--- src/sv/bvrm_pkg.sv ---
// ----------------------------------------------------------------------------
// bvrm_pkg: shared types and constants of the band-pass vibration RMS meter
// Register indexes, fixed field widths and the control word of the serial
// multiplier.
// ----------------------------------------------------------------------------
`default_nettype none

package bvrm_pkg;

	localparam int NCH      = 5;
	localparam int FW       = 32;     // filter value width
	localparam int FRAC     = 8;      // filter fraction bits
	localparam int SUM_W    = 2 * FW; // sum of squares width
	localparam int OUT_W    = 18;     // result field width
	localparam int MSW      = 2 * OUT_W; // mean square width
	localparam int CNT_W    = 6;      // serial step counter width
	localparam int CFG_IDX_W = 3;

	localparam int DEF_SAMPLE_WIDTH = 16;
	localparam int DEF_COEF_WIDTH   = 16;

	localparam int HP_COEF_RST  = 43608;
	localparam int LP_COEF_RST  = 46884;
	localparam int RMS_COEF_RST = 5958;

	localparam logic [CFG_IDX_W-1:0] REG_HP_COEF  = 3'd0;
	localparam logic [CFG_IDX_W-1:0] REG_LP_COEF  = 3'd1;
	localparam logic [CFG_IDX_W-1:0] REG_RMS_COEF = 3'd2;
	localparam logic [CFG_IDX_W-1:0] REG_OFF_AX   = 3'd3;
	localparam logic [CFG_IDX_W-1:0] REG_OFF_AY   = 3'd4;
	localparam logic [CFG_IDX_W-1:0] REG_OFF_AZ   = 3'd5;
	localparam logic [CFG_IDX_W-1:0] REG_OFF_GY   = 3'd6;
	localparam logic [CFG_IDX_W-1:0] REG_OFF_GZ   = 3'd7;

	typedef struct packed {
		logic             start;
		logic [CNT_W-1:0] nbits;
	} mul_ctl_t;

endpackage

`default_nettype wire

--- src/sv/bvrm_in_if.sv ---
// ----------------------------------------------------------------------------
// bvrm_in_if: sample set channel
// Valid/ready channel carrying the five raw sensor axes.
// ----------------------------------------------------------------------------
`default_nettype none

interface bvrm_in_if #(
	parameter int SW = 16
);
	logic          valid;
	logic          ready;
	logic signed [SW-1:0] accel_x;
	logic signed [SW-1:0] accel_y;
	logic signed [SW-1:0] accel_z;
	logic signed [SW-1:0] gyro_y;
	logic signed [SW-1:0] gyro_z;

	modport source (output valid, accel_x, accel_y, accel_z, gyro_y, gyro_z, input ready);
	modport sink   (input valid, accel_x, accel_y, accel_z, gyro_y, gyro_z, output ready);
endinterface

`default_nettype wire

--- src/sv/bvrm_out_if.sv ---
// ----------------------------------------------------------------------------
// bvrm_out_if: result channel
// Valid/ready channel carrying both magnitudes and both RMS values.
// ----------------------------------------------------------------------------
`default_nettype none

interface bvrm_out_if;
	logic valid;
	logic ready;
	logic [bvrm_pkg::OUT_W-1:0] accel_magnitude;
	logic [bvrm_pkg::OUT_W-1:0] gyro_magnitude;
	logic [bvrm_pkg::OUT_W-1:0] accel_rms;
	logic [bvrm_pkg::OUT_W-1:0] gyro_rms;

	modport source (output valid, accel_magnitude, gyro_magnitude, accel_rms, gyro_rms,
		input ready);
	modport sink   (input valid, accel_magnitude, gyro_magnitude, accel_rms, gyro_rms,
		output ready);
endinterface

`default_nettype wire

--- src/sv/bvrm_mul.sv ---
// ----------------------------------------------------------------------------
// bvrm_mul: bit-serial multiplier
// Signed multiplicand times unsigned multiplier, one multiplier bit per
// cycle, MSB first. The multiplier arrives left-aligned; nbits bits are used.
// ----------------------------------------------------------------------------
`default_nettype none

module bvrm_mul #(
	parameter int MA = 40,
	parameter int MB = 32
) (
	input  wire logic                    clk,
	input  wire logic                    arst_n,
	input  wire bvrm_pkg::mul_ctl_t      ctl,
	input  wire logic signed [MA-1:0]    a,
	input  wire logic [MB-1:0]           b,
	output logic signed [MA+MB-1:0]      prod,
	output logic                         done
);
	import bvrm_pkg::*;

	localparam int PW = MA + MB;

	logic signed [PW-1:0] acc_q;
	logic signed [MA-1:0] a_q;
	logic [MB-1:0]        b_q;
	logic [CNT_W-1:0]     cnt_q;
	logic                 busy_q;
	logic                 done_q;

	always_ff @(posedge clk or negedge arst_n) begin
		if (!arst_n) begin
			busy_q <= 1'b0;
			done_q <= 1'b0;
			cnt_q  <= '0;
		end else begin
			done_q <= 1'b0;
			if (ctl.start) begin
				busy_q <= 1'b1;
				cnt_q  <= ctl.nbits;
			end else if (busy_q) begin
				cnt_q <= cnt_q - 1'b1;
				if (cnt_q == CNT_W'(1)) begin
					busy_q <= 1'b0;
					done_q <= 1'b1;
				end
			end
		end
	end

	always_ff @(posedge clk) begin
		if (ctl.start) begin
			acc_q <= '0;
			a_q   <= a;
			b_q   <= b;
		end else if (busy_q) begin
			// shift and add the sign-extended multiplicand on a one bit
			acc_q <= (acc_q <<< 1) + (b_q[MB-1] ? {{MB{a_q[MA-1]}}, a_q} : PW'(0));
			b_q   <= b_q << 1;
		end
	end

	assign prod = acc_q;
	assign done = done_q;

endmodule

`default_nettype wire

--- src/sv/bvrm_sqrt.sv ---
// ----------------------------------------------------------------------------
// bvrm_sqrt: digit-by-digit integer square root
// Floor root of a W-bit unsigned value, one root bit per cycle.
// ----------------------------------------------------------------------------
`default_nettype none

module bvrm_sqrt #(
	parameter int W = 64
) (
	input  wire logic           clk,
	input  wire logic           arst_n,
	input  wire logic           start,
	input  wire logic [W-1:0]   n,
	output logic [W/2-1:0]      root,
	output logic                done
);
	import bvrm_pkg::*;

	localparam int RW = W / 2;

	logic [W-1:0]     n_q;
	logic [RW+1:0]    rem_q;
	logic [RW-1:0]    root_q;
	logic [CNT_W-1:0] cnt_q;
	logic             busy_q;
	logic             done_q;

	logic [RW+3:0] shifted;
	logic [RW+3:0] trial;
	logic          ge;

	assign shifted = {rem_q, n_q[W-1:W-2]};
	assign trial   = {2'b00, root_q, 2'b01};
	assign ge      = shifted >= trial;

	always_ff @(posedge clk or negedge arst_n) begin
		if (!arst_n) begin
			busy_q <= 1'b0;
			done_q <= 1'b0;
			cnt_q  <= '0;
		end else begin
			done_q <= 1'b0;
			if (start) begin
				busy_q <= 1'b1;
				cnt_q  <= CNT_W'(RW);
			end else if (busy_q) begin
				cnt_q <= cnt_q - 1'b1;
				if (cnt_q == CNT_W'(1)) begin
					busy_q <= 1'b0;
					done_q <= 1'b1;
				end
			end
		end
	end

	always_ff @(posedge clk) begin
		if (start) begin
			n_q    <= n;
			rem_q  <= '0;
			root_q <= '0;
		end else if (busy_q) begin
			n_q    <= n_q << 2;
			rem_q  <= ge ? (RW+2)'(shifted - trial) : (RW+2)'(shifted);
			root_q <= {root_q[RW-2:0], ge};
		end
	end

	assign root = root_q;
	assign done = done_q;

endmodule

`default_nettype wire

--- src/sv/bandpass_vibration_rms_meter.sv ---
// ----------------------------------------------------------------------------
// bandpass_vibration_rms_meter: band-passed accel/gyro magnitude and RMS
// Offset removal, first-order high-pass and low-pass per axis, vector
// magnitude per sensor group, smoothed mean square and its root.
// ----------------------------------------------------------------------------
//  channel   dir  beat                       handshake
//  samples   in   five raw axes              valid/ready
//  results   out  2 magnitudes, 2 RMS values valid/ready
//  wr_*      in   register index and data    wr_en, no wait
//
//  The time a sample set takes is set by the shared bit-serial multiplier and
//  the bit-serial root unit. One set is worked at a time; the next is taken
//  once the result is parked in the output register. A stalled output holds
//  the block at its last step. Reset clears all filter and mean-square state
//  and loads default coefs.
// ----------------------------------------------------------------------------
`default_nettype none

module bandpass_vibration_rms_meter #(
	parameter int SAMPLE_WIDTH = bvrm_pkg::DEF_SAMPLE_WIDTH,
	parameter int COEF_WIDTH   = bvrm_pkg::DEF_COEF_WIDTH,
	parameter int CFGW = (SAMPLE_WIDTH > COEF_WIDTH) ? SAMPLE_WIDTH : COEF_WIDTH
) (
	input  wire logic                            clk,
	input  wire logic                            arst_n,
	bvrm_in_if.sink                              samples,
	bvrm_out_if.source                           results,
	input  wire logic                            wr_en,
	input  wire logic [bvrm_pkg::CFG_IDX_W-1:0]  wr_index,
	input  wire logic [CFGW-1:0]                 wr_data
);
	import bvrm_pkg::*;

	localparam int SW  = SAMPLE_WIDTH;
	localparam int CW  = COEF_WIDTH;
	localparam int XW  = SW + 1;
	localparam int DW  = XW + 1;
	localparam int VW  = ((FW > DW + FRAC) ? FW : DW + FRAC) + 1;
	localparam int MA  = (VW > MSW + 1) ? VW : MSW + 1;
	localparam int MB  = (CW + 1 > FW) ? CW + 1 : FW;
	localparam int PW  = MA + MB;
	localparam int CHW = $clog2(NCH);

	typedef enum logic [3:0] {
		ST_IDLE, ST_HP, ST_LP, ST_SQ, ST_MAG, ST_M2, ST_P1, ST_P2, ST_RMS, ST_OUT
	} state_t;

	state_t           state_q;
	logic [CHW-1:0]   ch_q;
	logic             grp_q;
	logic             launched_q;
	logic             out_valid_q;

	logic [CW-1:0]        hp_coef_q, lp_coef_q, rms_coef_q;
	logic signed [SW-1:0] off_q [NCH];
	logic signed [SW-1:0] in_q [NCH];

	logic signed [XW-1:0] prev_q [NCH];
	logic signed [FW-1:0] hp_q [NCH];
	logic signed [FW-1:0] lp_q [NCH];
	logic [MSW-1:0]       ms_q [2];

	logic [SUM_W-1:0]     sum_q;
	logic signed [PW-1:0] tmp_q;
	logic [MSW-1:0]       m2_q;
	logic [OUT_W-1:0]     mag_q [2];
	logic [OUT_W-1:0]     rms_q [2];
	logic [OUT_W-1:0]     res_am_q, res_gm_q, res_ar_q, res_gr_q;

	function automatic logic signed [FW-1:0] sat_fw(input logic signed [PW-1:0] v);
		logic hi_one;
		logic hi_zero;
		hi_one  = &v[PW-1:FW-1];
		hi_zero = ~|v[PW-1:FW-1];
		if (hi_one || hi_zero) begin
			return v[FW-1:0];
		end else if (v[PW-1]) begin
			return {1'b1, {(FW-1){1'b0}}};
		end else begin
			return {1'b0, {(FW-1){1'b1}}};
		end
	endfunction

	// datapath of the current channel
	logic signed [XW-1:0] x;
	logic signed [DW-1:0] dx;
	logic signed [VW-1:0] v;
	logic [FW-1:0]        abs_l;
	logic [CW:0]          one_minus_c;

	assign x  = XW'(in_q[ch_q]) - XW'(off_q[ch_q]);
	assign dx = DW'(x) - DW'(prev_q[ch_q]);
	assign v  = VW'(hp_q[ch_q]) + (VW'(dx) <<< FRAC);
	assign abs_l = lp_q[ch_q][FW-1] ? (~lp_q[ch_q] + 1'b1) : lp_q[ch_q];
	assign one_minus_c = (CW+1)'(1 << CW) - (CW+1)'(rms_coef_q);

	mul_ctl_t             mul_ctl;
	logic signed [MA-1:0] mul_a;
	logic [MB-1:0]        mul_b;
	logic signed [PW-1:0] mul_prod;
	logic                 mul_done;
	logic                 sqrt_start;
	logic [SUM_W-1:0]     sqrt_n;
	logic [SUM_W/2-1:0]   sqrt_root;
	logic                 sqrt_done;

	always_comb begin
		mul_ctl.start = 1'b0;
		mul_ctl.nbits = CNT_W'(CW);
		mul_a = '0;
		mul_b = '0;
		case (state_q)
			ST_HP: begin
				mul_ctl.start = !launched_q;
				mul_a = MA'(v);
				mul_b = MB'(hp_coef_q) << (MB - CW);
			end
			ST_LP: begin
				mul_ctl.start = !launched_q;
				mul_a = MA'(hp_q[ch_q]) - MA'(lp_q[ch_q]);
				mul_b = MB'(lp_coef_q) << (MB - CW);
			end
			ST_SQ: begin
				mul_ctl.start = !launched_q;
				mul_ctl.nbits = CNT_W'(FW);
				mul_a = MA'({1'b0, abs_l});
				mul_b = MB'(abs_l) << (MB - FW);
			end
			ST_M2: begin
				mul_ctl.start = !launched_q;
				mul_ctl.nbits = CNT_W'(OUT_W);
				mul_a = MA'({1'b0, mag_q[grp_q]});
				mul_b = MB'(mag_q[grp_q]) << (MB - OUT_W);
			end
			ST_P1: begin
				mul_ctl.start = !launched_q;
				mul_ctl.nbits = CNT_W'(CW + 1);
				mul_a = MA'({1'b0, ms_q[grp_q]});
				mul_b = MB'(one_minus_c) << (MB - CW - 1);
			end
			ST_P2: begin
				mul_ctl.start = !launched_q;
				mul_a = MA'({1'b0, m2_q});
				mul_b = MB'(rms_coef_q) << (MB - CW);
			end
			default: begin
			end
		endcase
	end

	assign sqrt_start = !launched_q && (state_q == ST_MAG || state_q == ST_RMS);
	assign sqrt_n = (state_q == ST_RMS) ? SUM_W'(ms_q[grp_q]) : sum_q;

	bvrm_mul #(.MA(MA), .MB(MB)) u_mul (
		.clk    (clk),
		.arst_n (arst_n),
		.ctl    (mul_ctl),
		.a      (mul_a),
		.b      (mul_b),
		.prod   (mul_prod),
		.done   (mul_done)
	);

	bvrm_sqrt #(.W(SUM_W)) u_sqrt (
		.clk    (clk),
		.arst_n (arst_n),
		.start  (sqrt_start),
		.n      (sqrt_n),
		.root   (sqrt_root),
		.done   (sqrt_done)
	);

	logic signed [PW-1:0] lp_sum;
	logic [OUT_W-1:0]     mag_sat;
	logic [PW-1:0]        ms_sum;

	assign lp_sum  = PW'(lp_q[ch_q]) + (mul_prod >>> CW);
	assign mag_sat = (|sqrt_root[SUM_W/2-1:OUT_W+FRAC]) ? {OUT_W{1'b1}}
		: sqrt_root[OUT_W+FRAC-1:FRAC];
	assign ms_sum  = PW'(tmp_q + mul_prod) >> CW;

	assign samples.ready = (state_q == ST_IDLE);
	assign results.valid = out_valid_q;
	assign results.accel_magnitude = res_am_q;
	assign results.gyro_magnitude  = res_gm_q;
	assign results.accel_rms       = res_ar_q;
	assign results.gyro_rms        = res_gr_q;

	always_ff @(posedge clk or negedge arst_n) begin
		if (!arst_n) begin
			state_q     <= ST_IDLE;
			ch_q        <= '0;
			grp_q       <= 1'b0;
			launched_q  <= 1'b0;
			out_valid_q <= 1'b0;
			hp_coef_q   <= CW'(HP_COEF_RST);
			lp_coef_q   <= CW'(LP_COEF_RST);
			rms_coef_q  <= CW'(RMS_COEF_RST);
			for (int i = 0; i < NCH; i++) begin
				off_q[i]  <= '0;
				prev_q[i] <= '0;
				hp_q[i]   <= '0;
				lp_q[i]   <= '0;
			end
			ms_q[0] <= '0;
			ms_q[1] <= '0;
		end else begin
			if (wr_en) begin
				case (wr_index)
					REG_HP_COEF:  hp_coef_q  <= wr_data[CW-1:0];
					REG_LP_COEF:  lp_coef_q  <= wr_data[CW-1:0];
					REG_RMS_COEF: rms_coef_q <= wr_data[CW-1:0];
					REG_OFF_AX:   off_q[0]   <= wr_data[SW-1:0];
					REG_OFF_AY:   off_q[1]   <= wr_data[SW-1:0];
					REG_OFF_AZ:   off_q[2]   <= wr_data[SW-1:0];
					REG_OFF_GY:   off_q[3]   <= wr_data[SW-1:0];
					REG_OFF_GZ:   off_q[4]   <= wr_data[SW-1:0];
					default: begin
					end
				endcase
			end

			// park a new beat when the output register is free, else drop the taken one
			if (state_q == ST_OUT && (!out_valid_q || results.ready)) begin
				out_valid_q <= 1'b1;
			end else if (results.valid && results.ready) begin
				out_valid_q <= 1'b0;
			end
			if (mul_ctl.start || sqrt_start) begin
				launched_q <= 1'b1;
			end

			case (state_q)
				ST_IDLE: begin
					if (samples.valid) begin
						ch_q    <= '0;
						grp_q   <= 1'b0;
						state_q <= ST_HP;
					end
				end
				ST_HP: begin
					if (mul_done) begin
						launched_q   <= 1'b0;
						hp_q[ch_q]   <= sat_fw(mul_prod >>> CW);
						prev_q[ch_q] <= x;
						state_q      <= ST_LP;
					end
				end
				ST_LP: begin
					if (mul_done) begin
						launched_q <= 1'b0;
						lp_q[ch_q] <= sat_fw(lp_sum);
						state_q    <= ST_SQ;
					end
				end
				ST_SQ: begin
					if (mul_done) begin
						launched_q <= 1'b0;
						// close the group after the last accel or gyro axis
						if (ch_q == CHW'(2) || ch_q == CHW'(NCH - 1)) begin
							state_q <= ST_MAG;
						end else begin
							ch_q    <= ch_q + 1'b1;
							state_q <= ST_HP;
						end
					end
				end
				ST_MAG: begin
					if (sqrt_done) begin
						launched_q <= 1'b0;
						state_q    <= ST_M2;
					end
				end
				ST_M2: begin
					if (mul_done) begin
						launched_q <= 1'b0;
						state_q    <= ST_P1;
					end
				end
				ST_P1: begin
					if (mul_done) begin
						launched_q <= 1'b0;
						state_q    <= ST_P2;
					end
				end
				ST_P2: begin
					if (mul_done) begin
						launched_q   <= 1'b0;
						ms_q[grp_q]  <= ms_sum[MSW-1:0];
						state_q      <= ST_RMS;
					end
				end
				ST_RMS: begin
					if (sqrt_done) begin
						launched_q <= 1'b0;
						if (!grp_q) begin
							grp_q   <= 1'b1;
							ch_q    <= CHW'(3);
							state_q <= ST_HP;
						end else begin
							state_q <= ST_OUT;
						end
					end
				end
				ST_OUT: begin
					// hold until the output register is free
					if (!out_valid_q || results.ready) begin
						state_q <= ST_IDLE;
					end
				end
				default: state_q <= ST_IDLE;
			endcase
		end
	end

	always_ff @(posedge clk) begin
		if (state_q == ST_IDLE && samples.valid) begin
			in_q[0] <= samples.accel_x;
			in_q[1] <= samples.accel_y;
			in_q[2] <= samples.accel_z;
			in_q[3] <= samples.gyro_y;
			in_q[4] <= samples.gyro_z;
			sum_q   <= '0;
		end
		if (state_q == ST_SQ && mul_done) begin
			sum_q <= sum_q + mul_prod[SUM_W-1:0];
		end
		if (state_q == ST_MAG && sqrt_done) begin
			mag_q[grp_q] <= mag_sat;
		end
		if (state_q == ST_M2 && mul_done) begin
			m2_q <= mul_prod[MSW-1:0];
		end
		if (state_q == ST_P1 && mul_done) begin
			tmp_q <= mul_prod;
		end
		if (state_q == ST_RMS && sqrt_done) begin
			rms_q[grp_q] <= sqrt_root[OUT_W-1:0];
			sum_q        <= '0;
		end
		if (state_q == ST_OUT && (!out_valid_q || results.ready)) begin
			res_am_q <= mag_q[0];
			res_gm_q <= mag_q[1];
			res_ar_q <= rms_q[0];
			res_gr_q <= rms_q[1];
		end
	end

	a_accept_starts: assert property (@(posedge clk) disable iff (!arst_n)
		(samples.valid && samples.ready) |=> (state_q == ST_HP && ch_q == '0 && !grp_q))
		else $error("accepted beat did not start the first axis");

	a_mul_done_busy: assert property (@(posedge clk) disable iff (!arst_n)
		mul_done |-> (state_q != ST_IDLE && state_q != ST_OUT && state_q != ST_MAG
			&& state_q != ST_RMS))
		else $error("multiplier finished outside a multiply step");

	a_sqrt_done_step: assert property (@(posedge clk) disable iff (!arst_n)
		sqrt_done |-> (state_q == ST_MAG || state_q == ST_RMS))
		else $error("root unit finished outside a root step");

	a_no_overwrite: assert property (@(posedge clk) disable iff (!arst_n)
		(out_valid_q && !results.ready) |=> out_valid_q)
		else $error("pending result dropped");

endmodule

`default_nettype wire

--- src/flat_wrapper.sv ---
// flat-port wrapper written by rule: the top's interface ports become plain ports
module bandpass_vibration_rms_meter_flat import bvrm_pkg::*;
#(
	parameter int SAMPLE_WIDTH = bvrm_pkg::DEF_SAMPLE_WIDTH,
	parameter int COEF_WIDTH   = bvrm_pkg::DEF_COEF_WIDTH,
	parameter int CFGW = (SAMPLE_WIDTH > COEF_WIDTH) ? SAMPLE_WIDTH : COEF_WIDTH
)
  (clk, arst_n, wr_en, wr_index, wr_data, samples_valid, samples_accel_x, samples_accel_y, samples_accel_z, samples_gyro_y, samples_gyro_z, samples_ready, results_valid, results_accel_magnitude, results_gyro_magnitude, results_accel_rms, results_gyro_rms, results_ready);
  bvrm_in_if samples_i ();
  bvrm_out_if results_i ();
  input  wire logic clk;
  input  wire logic arst_n;
  input  wire logic wr_en;
  input  wire logic [bvrm_pkg::CFG_IDX_W-1:0] wr_index;
  input  wire logic [CFGW-1:0] wr_data;
  input wire logic [$bits(samples_i.valid)-1:0] samples_valid;
  input wire logic [$bits(samples_i.accel_x)-1:0] samples_accel_x;
  input wire logic [$bits(samples_i.accel_y)-1:0] samples_accel_y;
  input wire logic [$bits(samples_i.accel_z)-1:0] samples_accel_z;
  input wire logic [$bits(samples_i.gyro_y)-1:0] samples_gyro_y;
  input wire logic [$bits(samples_i.gyro_z)-1:0] samples_gyro_z;
  output wire logic [$bits(samples_i.ready)-1:0] samples_ready;
  output wire logic [$bits(results_i.valid)-1:0] results_valid;
  output wire logic [$bits(results_i.accel_magnitude)-1:0] results_accel_magnitude;
  output wire logic [$bits(results_i.gyro_magnitude)-1:0] results_gyro_magnitude;
  output wire logic [$bits(results_i.accel_rms)-1:0] results_accel_rms;
  output wire logic [$bits(results_i.gyro_rms)-1:0] results_gyro_rms;
  input wire logic [$bits(results_i.ready)-1:0] results_ready;
  assign samples_i.valid = samples_valid;
  assign samples_i.accel_x = samples_accel_x;
  assign samples_i.accel_y = samples_accel_y;
  assign samples_i.accel_z = samples_accel_z;
  assign samples_i.gyro_y = samples_gyro_y;
  assign samples_i.gyro_z = samples_gyro_z;
  assign samples_ready = samples_i.ready;
  assign results_valid = results_i.valid;
  assign results_accel_magnitude = results_i.accel_magnitude;
  assign results_gyro_magnitude = results_i.gyro_magnitude;
  assign results_accel_rms = results_i.accel_rms;
  assign results_gyro_rms = results_i.gyro_rms;
  assign results_i.ready = results_ready;
  bandpass_vibration_rms_meter #(.SAMPLE_WIDTH(SAMPLE_WIDTH), .COEF_WIDTH(COEF_WIDTH), .CFGW(CFGW)) u_core (.clk(clk), .arst_n(arst_n), .samples(samples_i), .results(results_i), .wr_en(wr_en), .wr_index(wr_index), .wr_data(wr_data));
endmodule
--- config.mk ---
export PLATFORM = sky130hd
export DESIGN_NAME = bandpass_vibration_rms_meter_flat
export DESIGN_NICKNAME = d
export VERILOG_FILES = /design/src/sv/bvrm_pkg.sv /design/src/sv/bvrm_in_if.sv /design/src/sv/bvrm_out_if.sv /design/src/sv/bvrm_mul.sv /design/src/sv/bvrm_sqrt.sv /design/src/sv/bandpass_vibration_rms_meter.sv /design/src/flat_wrapper.sv
export SDC_FILE = /design/constraint.sdc
export NUM_CORES = 2
export LEC_CHECK = 0
export ABC_AREA = 1
export BUFFER_PORTS_ARGS = -buffer_cell sky130_fd_sc_hd__buf_2
export CORE_ASPECT_RATIO = 0.5
export CORE_MARGIN = 2
export CORE_UTILIZATION = 58
export CTS_CLUSTER_DIAMETER = 40
export DETAILED_ROUTE_END_ITERATION = 8
export PLACE_DENSITY = 0.78
export SLEW_MARGIN = 20
export SYNTH_ARGS = -nofsm -noshare
export SYNTH_HDL_FRONTEND = slang
export SYNTH_SLANG_ARGS = --single-unit
--- constraint.sdc ---
create_clock -name clk -period 6.4 [get_ports clk]
set_clock_uncertainty 0.05 [all_clocks]
set_input_delay 1.28 -clock clk [delete_from_list [all_inputs] [get_ports clk]]
set_output_delay 1.28 -clock clk [all_outputs]
set_load 0.02 [all_outputs]
=== Yosys cells after proc, flatten, opt, wreduce, memory -nomap -nowiden ===
Memories as Yosys holds them, arrays and structs flattened. A register that Yosys moved wholly into a read port is not among the register bits.
Cells that the tools add are included.

* Memories: 3
* RAM bits: 152
* Flip-flop bits (word level): 1051
* Output and inout bits: 74
* Logic and storage cells: 250
* Input bits: 104

* Reduce and logical (&&, ||, !) cells: 50
* Bitwise operators: 3
* Add/sub/neg operators: 14
* Eq/ne operators: 32
* $lt $le $gt $ge: 5
* Multiplexer cells: 98

{| class="wikitable"
|+ Memories
! memory !! depth !! bits a word !! rd ports !! clocked after Yosys merged registers in !! write ports !! RTL line !! source
|-
| u_core.in_q || 5 || 16 || 1 || 0 || 5 || bandpass_vibration_rms_meter.sv:56 || <nowiki>logic signed [SW-1:0] in_q [NCH];</nowiki>
|-
| u_core.mag_q || 2 || 18 || 3 || 2 || 1 || bandpass_vibration_rms_meter.sv:66 || <nowiki>logic [OUT_W-1:0] mag_q [2];</nowiki>
|-
| u_core.rms_q || 2 || 18 || 2 || 2 || 1 || bandpass_vibration_rms_meter.sv:67 || <nowiki>logic [OUT_W-1:0] rms_q [2];</nowiki>
|}

{| class="wikitable"
|+ Operators with widths
! kind !! number
|-
| 32-bit two-way mux || 16
|-
| 160-bit bitwise mux || 2
|-
| 64-bit two-way mux || 5
|-
| 37-bit one-hot mux with 6 select lines || 1
|-
| 32-bit binary-select mux with 3-bit select || 2
|-
| 32-bit one-hot mux with 6 select lines || 1
|-
| 36-bit two-way mux || 4
|-
| 32-bit demux with 3-bit select || 1
|-
| 85-bit bitwise mux || 1
|-
| 72-bit bitwise mux || 1
|-
| 69-bit adder || 1
|-
| 69-bit two-way mux || 1
|-
| 64-bit adder || 1
|-
| 32-bit by 53-bit adder with 54-bit output || 1
|-
| 52-bit adder || 1
|-
| 17-bit binary-select mux with 3-bit select || 1
|-
| 17-bit demux with 3-bit select || 1
|-
| 17-bit two-way mux || 3
|-
| 16-bit binary-select mux with 3-bit select || 1
|-
| 4-bit two-way mux || 11
|-
| 4-bit one-hot mux with 10 select lines || 1
|-
| 38-bit AND reduction || 1
|-
| 38-bit OR reduction || 1
|-
| 36-bit demux with 1-bit select || 1
|-
| other kinds (50) || 142
|}

=== Logic depth before layout (Yosys ltp) ===
* Depth in word-level cells: 12
* Gate-level depth with buffers: 46
* Depth with buffers taken out: 42

=== Hierarchy ===
A second synthesis with hierarchy kept.

* Cells, all modules: 10071
* Area, all modules: 76407.0 µm²

{| class="wikitable"
|+ Modules (own cells, without submodules)
! module !! area each (µm²) !! cells each !! sequential area each (µm²) !! instances
|-
| bandpass_vibration_rms_meter || 57441.3 || 7168 || 26067.5 || 1
|-
| bvrm_mul || 10841.6 || 1749 || 3653.5 || 1
|-
| bvrm_sqrt || 8124.0 || 1154 || 3443.3 || 1
|}

=== Worst setup path before layout ===
No wires, ideal clock.

* Path kind: register to register
* Start point: register u_core.ch_q[0]
* End point: register u_core.u_mul.a_q[32], data pin
* Cell stages (with the launch flop): 42
* Buffers on the path: 6
* Path slack: -0.218 ns
* Clock period less this slack: 6.618 ns
* Library setup time: 0.280 ns
* Arrival: 6.288 ns
* Required time: 6.070 ns
* Cells stage by stage: dfrtp_1 -> buf_4 -> nor3_1 -> buf_2 -> buf_2 -> buf_2 -> buf_1 -> buf_1 -> a221oi_1 -> ha_1 -> inv_1 -> o21bai_1 -> a31oi_1 -> or2_2 -> nand2_1 -> inv_1 -> ha_1 -> nand2_1 -> [6 not listed] -> o21ai_0 -> nand2_1 -> nand3_1 -> nand2_1 -> o21ai_1 -> xor2_1 -> ha_1 -> a21oi_1 -> o21a_1 -> o21ai_0 -> a21oi_1 -> o21bai_1 -> a21boi_0 -> inv_1 -> nand2_1 -> nand2_1 -> o21ai_0 -> nand3_1

* Cells in the longest elaborated chain, start to end: 8
* Elaborated cells on any way between the ends: 19
* Those cells by class: add/sub: 4; mux: 13; bitwise: 1; memory: 1

{| class="wikitable"
|+ RTL lines
! what !! RTL line !! source
|-
| start, declared || bandpass_vibration_rms_meter.sv:49 || <nowiki>logic [CHW-1:0] ch_q;</nowiki>
|-
| start signal, assigned || bandpass_vibration_rms_meter.sv:263 || <nowiki>ch_q <= ch_q + 1'b1;</nowiki>
|-
| 3-bit inverter with 4-bit output (not written as such) || bandpass_vibration_rms_meter.sv:91 || <nowiki>assign x = XW'(in_q[ch_q]) - XW'(off_q[ch_q]);</nowiki>
|-
| 16-bit binary-select mux with 3-bit select || bandpass_vibration_rms_meter.sv:91 ||
|-
| 16-bit two-way mux (not written as such) (2 in series) || bandpass_vibration_rms_meter.sv:91 ||
|-
| 16-bit by 16-bit subtractor with 17-bit output (*) || bandpass_vibration_rms_meter.sv:91 ||
|-
| net u_core.x[4] || bandpass_vibration_rms_meter.sv:85 || <nowiki>logic signed [XW-1:0] x;</nowiki>
|-
| 17-bit by 17-bit subtractor with 18-bit output (*) || bandpass_vibration_rms_meter.sv:92 || <nowiki>assign dx = DW'(x) - DW'(prev_q[ch_q]);</nowiki>
|-
| 32-bit by 26-bit adder with 33-bit output (*) || bandpass_vibration_rms_meter.sv:93 || <nowiki>assign v = VW'(hp_q[ch_q]) + (VW'(dx) <<< FRAC);</nowiki>
|-
| 37-bit one-hot mux with 6 select lines (*) || bandpass_vibration_rms_meter.sv:112 || <nowiki>case (state_q)</nowiki>
|-
| end signal, assigned || bvrm_mul.sv:54 || <nowiki>a_q <= a;</nowiki>
|-
| end, declared || bvrm_mul.sv:25 || <nowiki>logic signed [MA-1:0] a_q;</nowiki>
|}

The timed path passes the listed nets; every way through them passes the cells marked *. The select of a mux whose other input is x is not followed.
A chain may end at the register's enable or synchronous reset.

=== Worst setup path after layout ===
* Start point: register u_core.ch_q[2]
* End point: register u_core.u_mul.a_q[35], data pin

Same word-level chain as after synthesis.

==> flow_summary.toml <==
[floorplanning]
die_h_um = 260
die_area_mm2 = 0.134
fp.dieW_um = 516
ioPinCount = 178
core_mm2 = 0.130
rows = 93
start_util = 0.588

[setup_path]
worst-setup-path-type = "reg -> reg"
r2r-start = "u_core.ch_q[2]"
slowest_stage = "dfrtp_2"
critPathMaxStageDelay_ns = 0.45
worstReg2RegEnd = "u_core.u_mul.a_q[35]"
cp-start-kind = "register"
cpMostUsedCell = "nand2_1"
arrival_ns = 6.56
critPathMaxFanout = 5
cp.required_ns = 6.86
rr_worst_depth = 38
crit_path_end_kind = "register"
reg2reg_setup_slack_ns = 0.31

[synth]
avgSynthCellArea_um2 = 7.62
synth_area_mm2 = 0.0762
synth_top_flop_cell = "dfrtp_1"
synth_xor_area_frac = 0.0150
synth_compound_area_frac = 0.160
synth_simple_gate_area_frac = 0.252
synthMuxAreaShare = 0.00237
ys_ff_latch = 1275
synth.distinct_cells = 74
synth_fa_ha_area_frac = 0.0616
synth_warnings = 0
ys_seq_area_frac = 0.436
synth_top_family_by_area = "simple AND/OR/NAND/NOR gates"
syn_nets = 10500
synthCells = 9987
synthArstFlopShare = 0.495
synth_edf_count = 445

[place]
port_buffers = 177
routabilityCongestion = 1.10
dpl.hpwl_um = 219000
place_ws_ns = -0.190
place_inst = 11800
place_area_mm2 = 0.0796

[drt]
via_per_inst = 6.06
drc = 2
firstDrtPassIters = 9
vias = 73100
drt_iter0_drc = 10200
wirelength_um = 290000
ant_nets = 0
wl_per_cell_um = 24.0

[final_layout]
finish.instance_area_mm2 = 0.0847
stdcell_count = 12100
final_common_cell = "nand2_1"
layout.nets = 10700
most-common-layout-cells = "nand2_1, inv_1, o21ai_0"
area_growth_pct = 11.3
drive_gt1_frac = 0.0928

[clocking]
cts.sinks = 1275
path_clk_slew_ns = 0.06
cts_root_buffer = "clkbuf_16"
cts_tree = "yes"
cts-buffers-inserted = 142
cts_max_level = 4
clockBufferDepth = 4
clkLatencyLatePin_ns = 0.81

[run]
drv_cap = 0

[outcome]
violations = "DRC"
status = "complete, but fails checks"

[grt]
grt_start_max_net_pins = 145
grt_overflow_total = 0
grt.total_usage = 0.424
grt_pass1_wl_um = 426000
grt_pass1_vias = 66700
antenna_found_initial = 24

[timing]
fin_ws_ns = 0.309
finalHoldViolCount = 0
min_period_ns = 6.09
drv_slew = 0
setup_viol = 0
clock.fmax_ghz = 0.164
maxSlewHeadroom = 0.139
tightest_slew_ns = 1.29
fin_crit_sh = 0.952

[worst_hold_path]
min-delay-start = "u_core.rms_q[1][6]"
min_to = "results_gyro_rms[6]"
hold_class = "reg -> reg"
hold_depth = 0
==> repair_timing <==
item | 4_1_cts | 5_1_grt
endpoints found under the hold margin | 0 | 0
endpoints found under the setup margin | 6 | 15
hold buffers | 0 | 0
pin swaps | 1 | 28
gates cloned | 0 | 2
gates resized for setup | 10 | 74
buffers inserted | 1 | 19
==> critical path, delay by kind of cell, from the launching register on <==
family          cells  cell delay, ns
compound gates     12            1.50
fa+ha+maj           4            1.38
simple gates       14            1.31
buf+inv             6            0.66
flops               1            0.45
xor+xnor            2            0.41
==> cell usage after synthesis (all sizes together), types with 76 or more instances <==
library cell     n  area share
nand4           91      0.0075
xor2            83      0.0095
buf             79      0.0061
clkbuf         238       0.012
nand2         3173        0.16
nand3          405       0.027
inv           1115       0.055
ha             364       0.060
o21ai          929       0.061
or2             76      0.0062
dfrtp          609        0.20
nor2           739       0.038
a21oi          662       0.044
dfxtp          199       0.052
a31oi           87      0.0071
edfxtp         445        0.18
==> sequential cells by signal, summed over array words and instances, names as in the netlist, 32 cells and up <==
name and flops:
u_core.tmp_q 52, u_core.sum_q 64, u_core.prev_q 85, u_core.u_sqrt.n_q 64, u_core.u_sqrt.root 32, u_core.u_mul.b_q 32, u_core.u_mul.a_q 37, u_core.ms_q 72
u_core.rms_q 36, u_core.off_q 80, u_core.in_q 80, u_core.hp_q 160, u_core.u_sqrt.rem_q 34, u_core.lp_q 160, u_core.mag_q 36, u_core.u_mul.prod 69
u_core.m2_q 36
==> layer usage <==
metal / vias to the layer above / track usage / share of wire
met5: - / 0 / 0.00030
met4: 12 / 0.135 / 0.035
met2: 4301 / 0.597 / 0.40
met3: 577 / 0.135 / 0.14
li1: 33600 / - / -
met1: 34600 / 0.616 / 0.42
==> area by class of cell <==
type,instances,area (um2)
antenna,7,17.5
clock buffer,180,3860
clock inverter,66,732
fill,11300,44800
inverter,1123,4230
multi-input combinational,7272,37900
sequential,1275,33200
tap,1757,2200
timing repair buffer,384,2620
==> logic make-up after synthesis <==
family,count (synthesis)
AND/OR/NAND/NOR,4613
buffers and inverters,1440
flip-flops,1275
AO/OA/AOI/OAI,2140
multiplexers,18
XOR/XNOR,130
adder cells (fa/ha/maj),371
==> how the worst max path moves through the flow <==
| stage | startpoint | depth (start not counted) | slack [ns] | end |
|---|---|---|---|---|
| final | u_core.ch_q[2] | 38 | 0.31 | u_core.u_mul.a_q[35] |
| after global routing | u_core.ch_q[0] | 42 | -0.03 | u_core.u_mul.a_q[32] |
| after CTS | u_core.ch_q[2] | 42 | 0.02 | u_core.u_mul.a_q[35] |
| after detailed placement | u_core.ch_q[2] | 40 | -0.19 | u_core.u_mul.a_q[35] |
| after global placement | u_core.ch_q[2] | 40 | -0.17 | u_core.u_mul.a_q[35] |
| after floorplan | u_core.ch_q[1] | 39 | 0.009 | u_core.u_mul.a_q[32] |
==> stage by stage <==
step	hold slack, ns	setup TNS [ns]	utilization
detailed placement	0.355	-0.887	0.614
floorplan	0.350	0	-
global placement	0.351	-0.799	0.614
finish	0.364	0	0.654
global route	0.369	-0.0756	0.654
CTS	0.367	0	0.650
Power is left out: the tool's default activity adds up to more than one toggle a clock period on the data nets, which glitch-free logic cannot reach.
